==> config.mk <==
export PLATFORM = sky130hd
export DESIGN_NAME = utf8_to_utf16_converter
export DESIGN_NICKNAME = d
export VERILOG_FILES = /design/src/rtl/core/u8u16_pkg.sv /design/src/rtl/core/u8u16_step.sv /design/src/rtl/core/utf8_to_utf16_converter.sv
export SDC_FILE = /design/constraint.sdc
export NUM_CORES = 1
export LEC_CHECK = 0
export ABC_AREA = 1
export BUFFER_PORTS_ARGS = -buffer_cell sky130_fd_sc_hd__buf_2
export CELL_PAD_IN_SITES_DETAIL_PLACEMENT = 0
export CELL_PAD_IN_SITES_GLOBAL_PLACEMENT = 1
export CORE_AREA = 2 2 158 160
export DETAILED_ROUTE_END_ITERATION = 16
export DIE_AREA = 0 0 160 162
export MAX_ROUTING_LAYER = met4
export PLACE_DENSITY_LB_ADDON = 0.08
export SYNTH_ARGS = -nofsm -noshare
export SYNTH_HDL_FRONTEND = slang
export SYNTH_SLANG_ARGS = --single-unit
==> constraint.sdc <==
create_clock -name clk -period 9.9 [get_ports clk]
set_input_delay 0.495 -clock clk [delete_from_list [all_inputs] [get_ports clk]]
set_output_delay 0.495 -clock clk [all_outputs]
set_load 0.03 [all_outputs]
==> src/rtl/core/u8u16_pkg.sv <==
// ----------------------------------------------------------------------------
// u8u16_pkg: shared types, codes and tables of the UTF-8 to UTF-16 converter
// Holds the DFA byte class function, the DFA transition table, the result
// kind codes and the structures passed between the decoder and the top level.
// ----------------------------------------------------------------------------
`default_nettype none

package u8u16_pkg;

  localparam int COUNT_WIDTH_DEF = 16;
  localparam int MAX_RESULTS     = 3;

  // DFA states: accept, reject, and seven states inside a sequence.
  localparam logic [3:0] ST_ACCEPT = 4'd0;
  localparam logic [3:0] ST_REJECT = 4'd1;
  localparam logic [3:0] ST_HIGHEST = 4'd8;

  // Result kinds.
  localparam logic [1:0] KIND_UNIT      = 2'd0;
  localparam logic [1:0] KIND_END_OK    = 2'd1;
  localparam logic [1:0] KIND_END_BAD   = 2'd2;
  localparam logic [1:0] KIND_TOO_SMALL = 2'd3;

  localparam logic [15:0] HI_SURR_BASE = 16'hD7C0;
  localparam logic [15:0] LO_SURR_BASE = 16'hDC00;
  localparam logic [5:0]  HI_SURR_TAG  = 6'b110110;
  localparam logic [5:0]  LO_SURR_TAG  = 6'b110111;

  // Transition table, indexed by state * 12 + byte class.
  localparam logic [3:0] NEXT_STATE [108] = '{
    4'd0, 4'd1, 4'd2, 4'd3, 4'd5, 4'd8, 4'd7, 4'd1, 4'd1, 4'd1, 4'd4, 4'd6,
    4'd1, 4'd1, 4'd1, 4'd1, 4'd1, 4'd1, 4'd1, 4'd1, 4'd1, 4'd1, 4'd1, 4'd1,
    4'd1, 4'd0, 4'd1, 4'd1, 4'd1, 4'd1, 4'd1, 4'd0, 4'd1, 4'd0, 4'd1, 4'd1,
    4'd1, 4'd2, 4'd1, 4'd1, 4'd1, 4'd1, 4'd1, 4'd2, 4'd1, 4'd2, 4'd1, 4'd1,
    4'd1, 4'd1, 4'd1, 4'd1, 4'd1, 4'd1, 4'd1, 4'd2, 4'd1, 4'd1, 4'd1, 4'd1,
    4'd1, 4'd2, 4'd1, 4'd1, 4'd1, 4'd1, 4'd1, 4'd1, 4'd1, 4'd2, 4'd1, 4'd1,
    4'd1, 4'd1, 4'd1, 4'd1, 4'd1, 4'd1, 4'd1, 4'd3, 4'd1, 4'd3, 4'd1, 4'd1,
    4'd1, 4'd3, 4'd1, 4'd1, 4'd1, 4'd1, 4'd1, 4'd3, 4'd1, 4'd3, 4'd1, 4'd1,
    4'd1, 4'd3, 4'd1, 4'd1, 4'd1, 4'd1, 4'd1, 4'd1, 4'd1, 4'd1, 4'd1, 4'd1
  };

  // One result item as it leaves the block.
  typedef struct packed {
    logic [15:0] unit;
    logic [1:0]  kind;
    logic [15:0] cpts;
    logic        last;
  } res_t;

  // Per-text decoder state, apart from the code point count.
  typedef struct packed {
    logic [3:0]  dfa;
    logic [20:0] acc;
    logic [15:0] units;
    logic        stopped;
  } txt_state_t;

  // Results caused by one byte, in order from entry 0.
  typedef struct packed {
    logic [1:0]       n;
    res_t [MAX_RESULTS-1:0] res;
  } bundle_t;

  function automatic logic [3:0] byte_class(input logic [7:0] b);
    logic [3:0] c;
    if (b < 8'h80)       c = 4'd0;
    else if (b < 8'h90)  c = 4'd1;
    else if (b < 8'hA0)  c = 4'd9;
    else if (b < 8'hC0)  c = 4'd7;
    else if (b < 8'hC2)  c = 4'd8;
    else if (b < 8'hE0)  c = 4'd2;
    else if (b == 8'hE0) c = 4'd10;
    else if (b == 8'hED) c = 4'd4;
    else if (b < 8'hF0)  c = 4'd3;
    else if (b == 8'hF0) c = 4'd11;
    else if (b < 8'hF4)  c = 4'd6;
    else if (b == 8'hF4) c = 4'd5;
    else                 c = 4'd8;
    return c;
  endfunction

endpackage

`default_nettype wire

==> src/rtl/core/u8u16_step.sv <==
// ----------------------------------------------------------------------------
// u8u16_step: decode step for one UTF-8 byte
// Advances the DFA and the code point accumulator, checks the destination
// space and forms the up to three results that the byte causes.
// ----------------------------------------------------------------------------
`default_nettype none

module u8u16_step #(
  parameter int COUNT_WIDTH = u8u16_pkg::COUNT_WIDTH_DEF
) (
  input  wire u8u16_pkg::txt_state_t cur,
  input  wire [COUNT_WIDTH-1:0]      cur_count,
  input  wire [7:0]                  in_byte,
  input  wire                        eot,
  input  wire [15:0]                 capacity,
  output u8u16_pkg::txt_state_t      nxt,
  output logic [COUNT_WIDTH-1:0]     nxt_count,
  output u8u16_pkg::bundle_t         bund
);
  import u8u16_pkg::*;

  logic [3:0]             cls;
  logic [3:0]             st;
  logic [6:0]             tidx;
  logic [3:0]             dfa_new;
  logic [20:0]            acc_new;
  logic                   need2;
  logic [16:0]            units_sum;
  logic                   done_cp;
  logic                   emit_units;
  logic                   too_small;
  logic                   emit_end;
  logic [1:0]             n_units;
  logic [COUNT_WIDTH-1:0] count_new;
  logic [15:0]            cpts;
  res_t                   r_first;
  res_t                   r_low;
  res_t                   r_end;

  always_comb begin
    cls  = byte_class(in_byte);
    st   = (cur.dfa > ST_HIGHEST) ? ST_REJECT : cur.dfa;
    tidx = 7'(st) * 7'd12 + 7'(cls);
    dfa_new = NEXT_STATE[tidx];
    if (st != ST_ACCEPT) begin
      acc_new = {cur.acc[14:0], in_byte[5:0]};
    end else begin
      acc_new = {13'd0, (8'hFF >> cls) & in_byte};
    end

    need2     = (acc_new > 21'h00FFFF);
    units_sum = {1'b0, cur.units} + (need2 ? 17'd2 : 17'd1);
    done_cp   = !cur.stopped && (dfa_new == ST_ACCEPT);
    emit_units = done_cp && (units_sum < {1'b0, capacity});
    too_small  = done_cp && !(units_sum < {1'b0, capacity});
    emit_end   = !cur.stopped && eot && !too_small;

    if (emit_units && (cur_count != '1)) begin
      count_new = cur_count + 1'b1;
    end else begin
      count_new = cur_count;
    end
    cpts = 16'(count_new);

    r_low  = '{unit: LO_SURR_BASE + {6'd0, acc_new[9:0]}, kind: KIND_UNIT,
               cpts: cpts, last: 1'b0};
    r_end  = '{unit: 16'd0,
               kind: (dfa_new == ST_ACCEPT) ? KIND_END_OK : KIND_END_BAD,
               cpts: cpts, last: 1'b0};
    if (too_small) begin
      r_first = '{unit: 16'd0, kind: KIND_TOO_SMALL, cpts: cpts, last: 1'b0};
    end else if (need2) begin
      r_first = '{unit: HI_SURR_BASE + 16'(acc_new[20:10]), kind: KIND_UNIT,
                  cpts: cpts, last: 1'b0};
    end else begin
      r_first = '{unit: acc_new[15:0], kind: KIND_UNIT, cpts: cpts, last: 1'b0};
    end

    if (emit_units) begin
      n_units = need2 ? 2'd2 : 2'd1;
    end else begin
      n_units = too_small ? 2'd1 : 2'd0;
    end

    bund.n      = n_units + {1'b0, emit_end};
    bund.res[0] = (n_units == 2'd0) ? r_end : r_first;
    bund.res[1] = (n_units == 2'd2) ? r_low : r_end;
    bund.res[2] = r_end;
    bund.res[0].last = (bund.n == 2'd1);
    bund.res[1].last = (bund.n == 2'd2);
    bund.res[2].last = (bund.n == 2'd3);

    // The byte marking the end of the text always clears the per-text state.
    if (eot) begin
      nxt       = '{dfa: ST_ACCEPT, acc: 21'd0, units: 16'd0, stopped: 1'b0};
      nxt_count = '0;
    end else if (cur.stopped) begin
      nxt       = cur;
      nxt_count = cur_count;
    end else begin
      nxt.dfa     = dfa_new;
      nxt.acc     = acc_new;
      nxt.units   = emit_units ? units_sum[15:0] : cur.units;
      nxt.stopped = too_small;
      nxt_count   = count_new;
    end
  end

endmodule

`default_nettype wire

==> src/rtl/core/utf8_to_utf16_converter.sv <==
// ----------------------------------------------------------------------------
// utf8_to_utf16_converter: streaming UTF-8 to UTF-16 converter
// Decodes a UTF-8 byte stream with the table-driven UTF-8 DFA and emits
// UTF-16 units, surrogate pairs, end-of-text status and overflow reports.
// ----------------------------------------------------------------------------
//
//   Channel   Direction  Carries
//   in_       slave      one UTF-8 byte a request, tlast marks end of text
//   out_      master     one result a request: unit or status, count, tlast
//   cfg_      write      destination capacity in UTF-16 units
//
// Each accepted byte is decoded in the cycle it arrives; its results are
// held in a three-entry result buffer and moved one a cycle into the output
// register while that register is free or being emptied, so each result
// passes the buffer and then the output register. A byte causing at most one
// result is taken every cycle while the output does not stall. A byte causing
// two or three results (a surrogate pair, possibly followed by the end
// status) holds in_tready low until the buffer is down to its last entry.
// A stall on the output side fills the output register and then the buffer,
// after which in_tready drops; no result is lost or repeated.
// Reset is synchronous and active low; it clears the text state and sets
// the capacity to its largest value. No memory needs clearing.
// ----------------------------------------------------------------------------
`default_nettype none

module utf8_to_utf16_converter #(
  parameter int COUNT_WIDTH = u8u16_pkg::COUNT_WIDTH_DEF
) (
  input  wire         clk,
  input  wire         rst_n,
  // Input stream.
  input  wire         in_tvalid,
  output logic        in_tready,
  input  wire  [7:0]  in_tdata,     // [7:0] in_byte
  input  wire         in_tlast,     // end_of_text
  // Result stream.
  output logic        out_tvalid,
  input  wire         out_tready,
  output logic [31:0] out_tdata,    // [15:0] out_unit, [31:16] code_points
  output logic [1:0]  out_tuser,    // [1:0] kind
  output logic        out_tlast,    // last
  // Configuration.
  input  wire         cfg_wr_en,
  input  wire  [15:0] cfg_wr_data   // dst_capacity
);
  import u8u16_pkg::*;

  // Destination capacity; the user must write it only while the converter is idle, the block does not enforce this.
  logic [15:0]            cap_r;

  // Per-text decoder state.
  txt_state_t             txt_r;
  txt_state_t             txt_nxt;
  logic [COUNT_WIDTH-1:0] count_r;
  logic [COUNT_WIDTH-1:0] count_nxt;

  // Result buffer: entries waiting for the output register, oldest in 0.
  res_t [MAX_RESULTS-1:0] ent_r;
  logic [1:0]             n_r;
  bundle_t                bund;

  // Output register.
  res_t                   out_r;
  logic                   out_v_r;

  logic                   in_acc;
  logic                   out_load;

  u8u16_step #(
    .COUNT_WIDTH (COUNT_WIDTH)
  ) u_step (
    .cur       (txt_r),
    .cur_count (count_r),
    .in_byte   (in_tdata),
    .eot       (in_tlast),
    .capacity  (cap_r),
    .nxt       (txt_nxt),
    .nxt_count (count_nxt),
    .bund      (bund)
  );

  // The buffer head moves into the output register whenever that register
  // is empty or being emptied by the downstream side.
  assign out_load = (n_r != 2'd0) && (!out_v_r || out_tready);

  // A new byte is taken when the buffer is empty, or when its last entry
  // leaves in this very cycle.
  assign in_tready = (n_r == 2'd0) || ((n_r == 2'd1) && out_load);
  assign in_acc    = in_tvalid && in_tready;

  always_ff @(posedge clk) begin
    if (!rst_n) begin
      cap_r <= 16'hFFFF;
    end else if (cfg_wr_en) begin
      cap_r <= cfg_wr_data;
    end
  end

  always_ff @(posedge clk) begin
    if (!rst_n) begin
      txt_r   <= '{dfa: ST_ACCEPT, acc: 21'd0, units: 16'd0, stopped: 1'b0};
      count_r <= '0;
    end else if (in_acc) begin
      txt_r   <= txt_nxt;
      count_r <= count_nxt;
    end
  end

  // Result buffer control. An accepted byte replaces the buffer contents,
  // which are empty or just draining; otherwise entries shift towards 0.
  always_ff @(posedge clk) begin
    if (!rst_n) begin
      n_r <= 2'd0;
    end else if (in_acc) begin
      n_r <= bund.n;
    end else if (out_load) begin
      n_r <= n_r - 2'd1;
    end
  end

  always_ff @(posedge clk) begin
    if (in_acc) begin
      ent_r <= bund.res;
    end else if (out_load) begin
      ent_r[0] <= ent_r[1];
      ent_r[1] <= ent_r[2];
    end
  end

  always_ff @(posedge clk) begin
    if (!rst_n) begin
      out_v_r <= 1'b0;
    end else if (out_load) begin
      out_v_r <= 1'b1;
    end else if (out_tready) begin
      out_v_r <= 1'b0;
    end
  end

  always_ff @(posedge clk) begin
    if (out_load) begin
      out_r <= ent_r[0];
    end
  end

  assign out_tvalid = out_v_r;
  assign out_tdata  = {out_r.cpts, out_r.unit};
  assign out_tuser  = out_r.kind;
  assign out_tlast  = out_r.last;

  // A byte with more than one result left in the buffer must hold off input.
  a_busy_holds_input: assert property (@(posedge clk) disable iff (!rst_n)
    (n_r == 2'd2 || n_r == 2'd3) |-> !in_tready)
    else $error("input taken while several results still buffered");

  // The newest buffered entry always closes its byte's run of results.
  a_tail_is_last: assert property (@(posedge clk) disable iff (!rst_n)
    (n_r != 2'd0) |-> ent_r[n_r - 2'd1].last)
    else $error("last buffered result lacks its last flag");

  // A high surrogate leaving the buffer is followed by its low surrogate.
  a_pair_intact: assert property (@(posedge clk) disable iff (!rst_n)
    (out_load && ent_r[0].kind == KIND_UNIT && ent_r[0].unit[15:10] == HI_SURR_TAG)
    |-> (n_r != 2'd1) && ent_r[1].kind == KIND_UNIT
        && ent_r[1].unit[15:10] == LO_SURR_TAG)
    else $error("surrogate pair split");

  // One unit always stays free, so the written count never reaches all ones.
  a_units_bound: assert property (@(posedge clk) disable iff (!rst_n)
    txt_r.units != 16'hFFFF)
    else $error("units written exceeds capacity bound");

endmodule

`default_nettype wire
==> flow_metrics.env <==
export IMPL_hold_viol=0
export IMPL_syn_nets=1144
export IMPL_min_path_type="input pin to flip-flop"
export IMPL_p_total_uw=2930
export IMPL_start_util=0.396
export IMPL_wirelength_mm=21.9
export IMPL_io_buffer_count=66
export IMPL_synthDistinctLibCells=42
export IMPL_relSlewSlack=0.334
export IMPL_power_density_nw_per_um2=272
export IMPL_cpMaxStageDelayCell="nand4_2"
export IMPL_switching_share=0.386
export IMPL_vias_per_cell=4.88
export IMPL_crit_fanout=21
export IMPL_cts_sinks=190
export IMPL_ant_nets=0
export IMPL_h_tree_depth=4
export IMPL_maxCapViolCount=0
export IMPL_peakVddDrop_mv=0.147
export IMPL_syn_cell_area_um2=9550
export IMPL_yosysSeqAreaShare=0.523
export IMPL_root_buffer="clkbuf_16"
export IMPL_grt_pass1_wl_mm=36.7
export IMPL_cp_common_cell="nand2_1"
export IMPL_leakagePower_uw=0.00452
export IMPL_timing_critical_path_buf_inv=8
export IMPL_grt_start_max_net_pins=71
export IMPL_busiest_layer="met2"
export IMPL_synth_ff_type="edfxtp_1"
export IMPL_synth_top_area_frac=0.374
export IMPL_critical_path_top_delay_family="simple AND/OR/NAND/NOR gates"
export IMPL_clk_latency_ns=0.44
export IMPL_required_ns=10.09
export IMPL_cp_start_kind="flip-flop"
export IMPL_path_class="flip-flop to flip-flop"
export IMPL_globalRouteMet2Util=0.268
export IMPL_ys_async_sr_fraction=0
export IMPL_grt_usage=0.182
export IMPL_place_gp_congestion=0.821
export IMPL_fin_skew_ns=0.0127
export IMPL_yosysWarningCount=0
export IMPL_cts_resized=0
export IMPL_gr_total_overflow=0
export IMPL_clockBufferDepth=2
export IMPL_fin_setup_tns_ns=0
export IMPL_postSynthAreaPerCell_um2=8.82
export IMPL_wl_per_cell_um=14.9
export IMPL_cp_end_kind="flip-flop"
export IMPL_min_period_over_period=0.743
export IMPL_antenna_found_initial=0
export IMPL_p_sw_uw=1130
export IMPL_post_route_min_period_ns=7.36
export IMPL_ctsHoldBuffers=0
export IMPL_cts_clk_slew_worst_paths_ns=0.08
export IMPL_reg2reg_slack_ns=2.54
export IMPL_synth_area_leaders="edfxtp_1, dfxtp_1, nand2_1, a21oi_1, nand3_1"
export IMPL_synth_edf_count=119
export IMPL_grt_use_met3=0.0296
export IMPL_final_nets=1194
export IMPL_dp_hpwl_mm=15.0
export IMPL_die_height_um=162
export IMPL_pwr_share_comb=0.319
export IMPL_seqPwrFrac=0.444
export IMPL_route_detailed_drc=0
export IMPL_placeableCoreArea_um2=24100
export IMPL_cts_tree="built"
export IMPL_setup_violations=0
export IMPL_grt_pass1_vias=6818
export IMPL_slew_viol_final=0
export IMPL_status="complete, no violations"
export IMPL_drive_above_1_share=0.154
export IMPL_boundaryPins=67
export IMPL_synth_seq_cells=190
export IMPL_cts_buffers=17
export IMPL_diodes=0
export IMPL_arrival_ns=7.55
export IMPL_p_int_uw=1800
export IMPL_area_growth_pct=12.7
export IMPL_slowest_delay_ns=0.47
export IMPL_cts_setup_buffers=0
export IMPL_fp_row_count=57
export IMPL_tightest_slew_ns=0.996
export IMPL_power_frac_clock=0.237
export IMPL_synth_top_cell_by_area="edfxtp_1"
export IMPL_syn_instance_count=1083
export IMPL_dr_total_vias=7176
export IMPL_use_met1=0.264
export IMPL_fmax_mhz=136
export IMPL_dr_first_iter_drc_count=549
export IMPL_rsz0062_at_grt="no"
export IMPL_die_x_um=160
export IMPL_drt_pass1_iter_count=4
export IMPL_die_area_um2=25900
worst paths after layout:
path                    from      endpoint  cells past startpoint
max                txt_r[41]      ent_r[3]                     38
min reg2reg        ent_r[17]  out_tuser[0]                      0
max reg2reg        txt_r[41]      ent_r[3]                     38
min          cfg_wr_data[12]     cap_r[12]                      3
cells in the final DEF (no fill, tap or decap), types with 4 or more instances in the layout:
master and count:
a21oi_1 81, a21oi_2 8, buf_2 66, buf_4 9, clkbuf_16 17, dfxtp_1 71
edfxtp_1 119, ha_1 28, inv_1 98, inv_2 9, inv_6 4, inv_8 4
nand2_1 289, nand2_2 29, nand3_1 74, nand4_1 25, nand4_2 10, nor2_1 62
nor3_1 14, nor4_1 6, o211ai_1 11, o21ai_0 38, xnor2_1 10, xor2_1 26
layer usage:
metal | share of wire | routed length (µm)
met5 | 0 | 0
met4 | 0.010 | 226
met3 | 0.028 | 607
met2 | 0.43 | 9360
met1 | 0.53 | 11700
tightest hold or removal path, cell delays in order:
cell and delay, ns:
buf_2 0.07, a21oi_1 0.05, o21ai_0 0.06
cells in the mapped netlist (2+ instances only):
cell      number
nor3_2         2
buf_1          3
xor2_1        26
and2_1         3
nor2_4         3
nand3_2        2
nand4_2       10
a21oi_2        8
buf_4          7
buf_2          4
inv_1         98
inv_2          9
a21oi_1       81
nor2_1        63
nand2_1      291
edfxtp_1     119
o31ai_1        3
o211ai_1      11
clkbuf_1      28
dfxtp_1       71
o21ai_1        3
nand2_2       27
xnor2_1       10
nor4_1         6
nand4_1       25
ha_1          28
fa_1           3
o21ai_0       38
nor3_1        15
nand3_1       74
per-stage QoR:
step / instance area, µm² / cells / utilization / hold slack [ns] / setup slack (ns)
after floorplan: 9550 / 1083 / - / 0.400 / 3.64
after global placement: 10200 / 1438 / 0.422 / 0.400 / 2.59
after detailed placement: 10200 / 1438 / 0.422 / 0.405 / 2.52
after CTS: 10800 / 1470 / 0.446 / 0.262 / 2.46
after global routing: 10800 / 1470 / 0.446 / 0.270 / 1.63
final: 10800 / 1470 / 0.446 / 0.275 / 2.54
state kept, by name, indices dropped and copies added, names as in the netlist:
signal,count
cap_r,16
count_r,16
ent_r,84
n_r,2
out_tdata,32
out_tlast,1
out_tuser,2
out_tvalid,1
txt_r,36
power groups by stage:
| stage | logic (µW) | registers [µW] | clock network, µW |
|---|---|---|---|
| global placement | 948 | 1320 | 0 |
| floorplan | 529 | 1470 | 0 |
| detailed placement | 949 | 1320 | 0 |
| finish | 935 | 1300 | 695 |
| global route | 1040 | 1330 | 741 |
| CTS | 952 | 1310 | 714 |
area by class of cell:
class / instances / area, µm²
Clock buffer: 17 / 425
Clock inverter: 15 / 171
Fill cell: 2430 / 13300
Inverter: 109 / 412
Multi-Input combinational cell: 740 / 3960
Sequential cell: 190 / 4990
Tap cell: 324 / 405
Timing Repair Buffer: 75 / 398
logic make-up (layout without fill, tap and decap cells):
family / count (synthesis) / count (layout) / share of synthesized area
AOI/OAI and AO/OA: 149 / 149 / 0.0867
xor gates and xnor gates: 36 / 36 / 0.0330
adders and majority gates: 31 / 31 / 0.0430
buffers and inverters: 153 / 216 / 0.0656
DFF: 190 / 190 / 0.523
and+or+nand+nor: 524 / 524 / 0.249
Power figures use the tool's default switching activity.
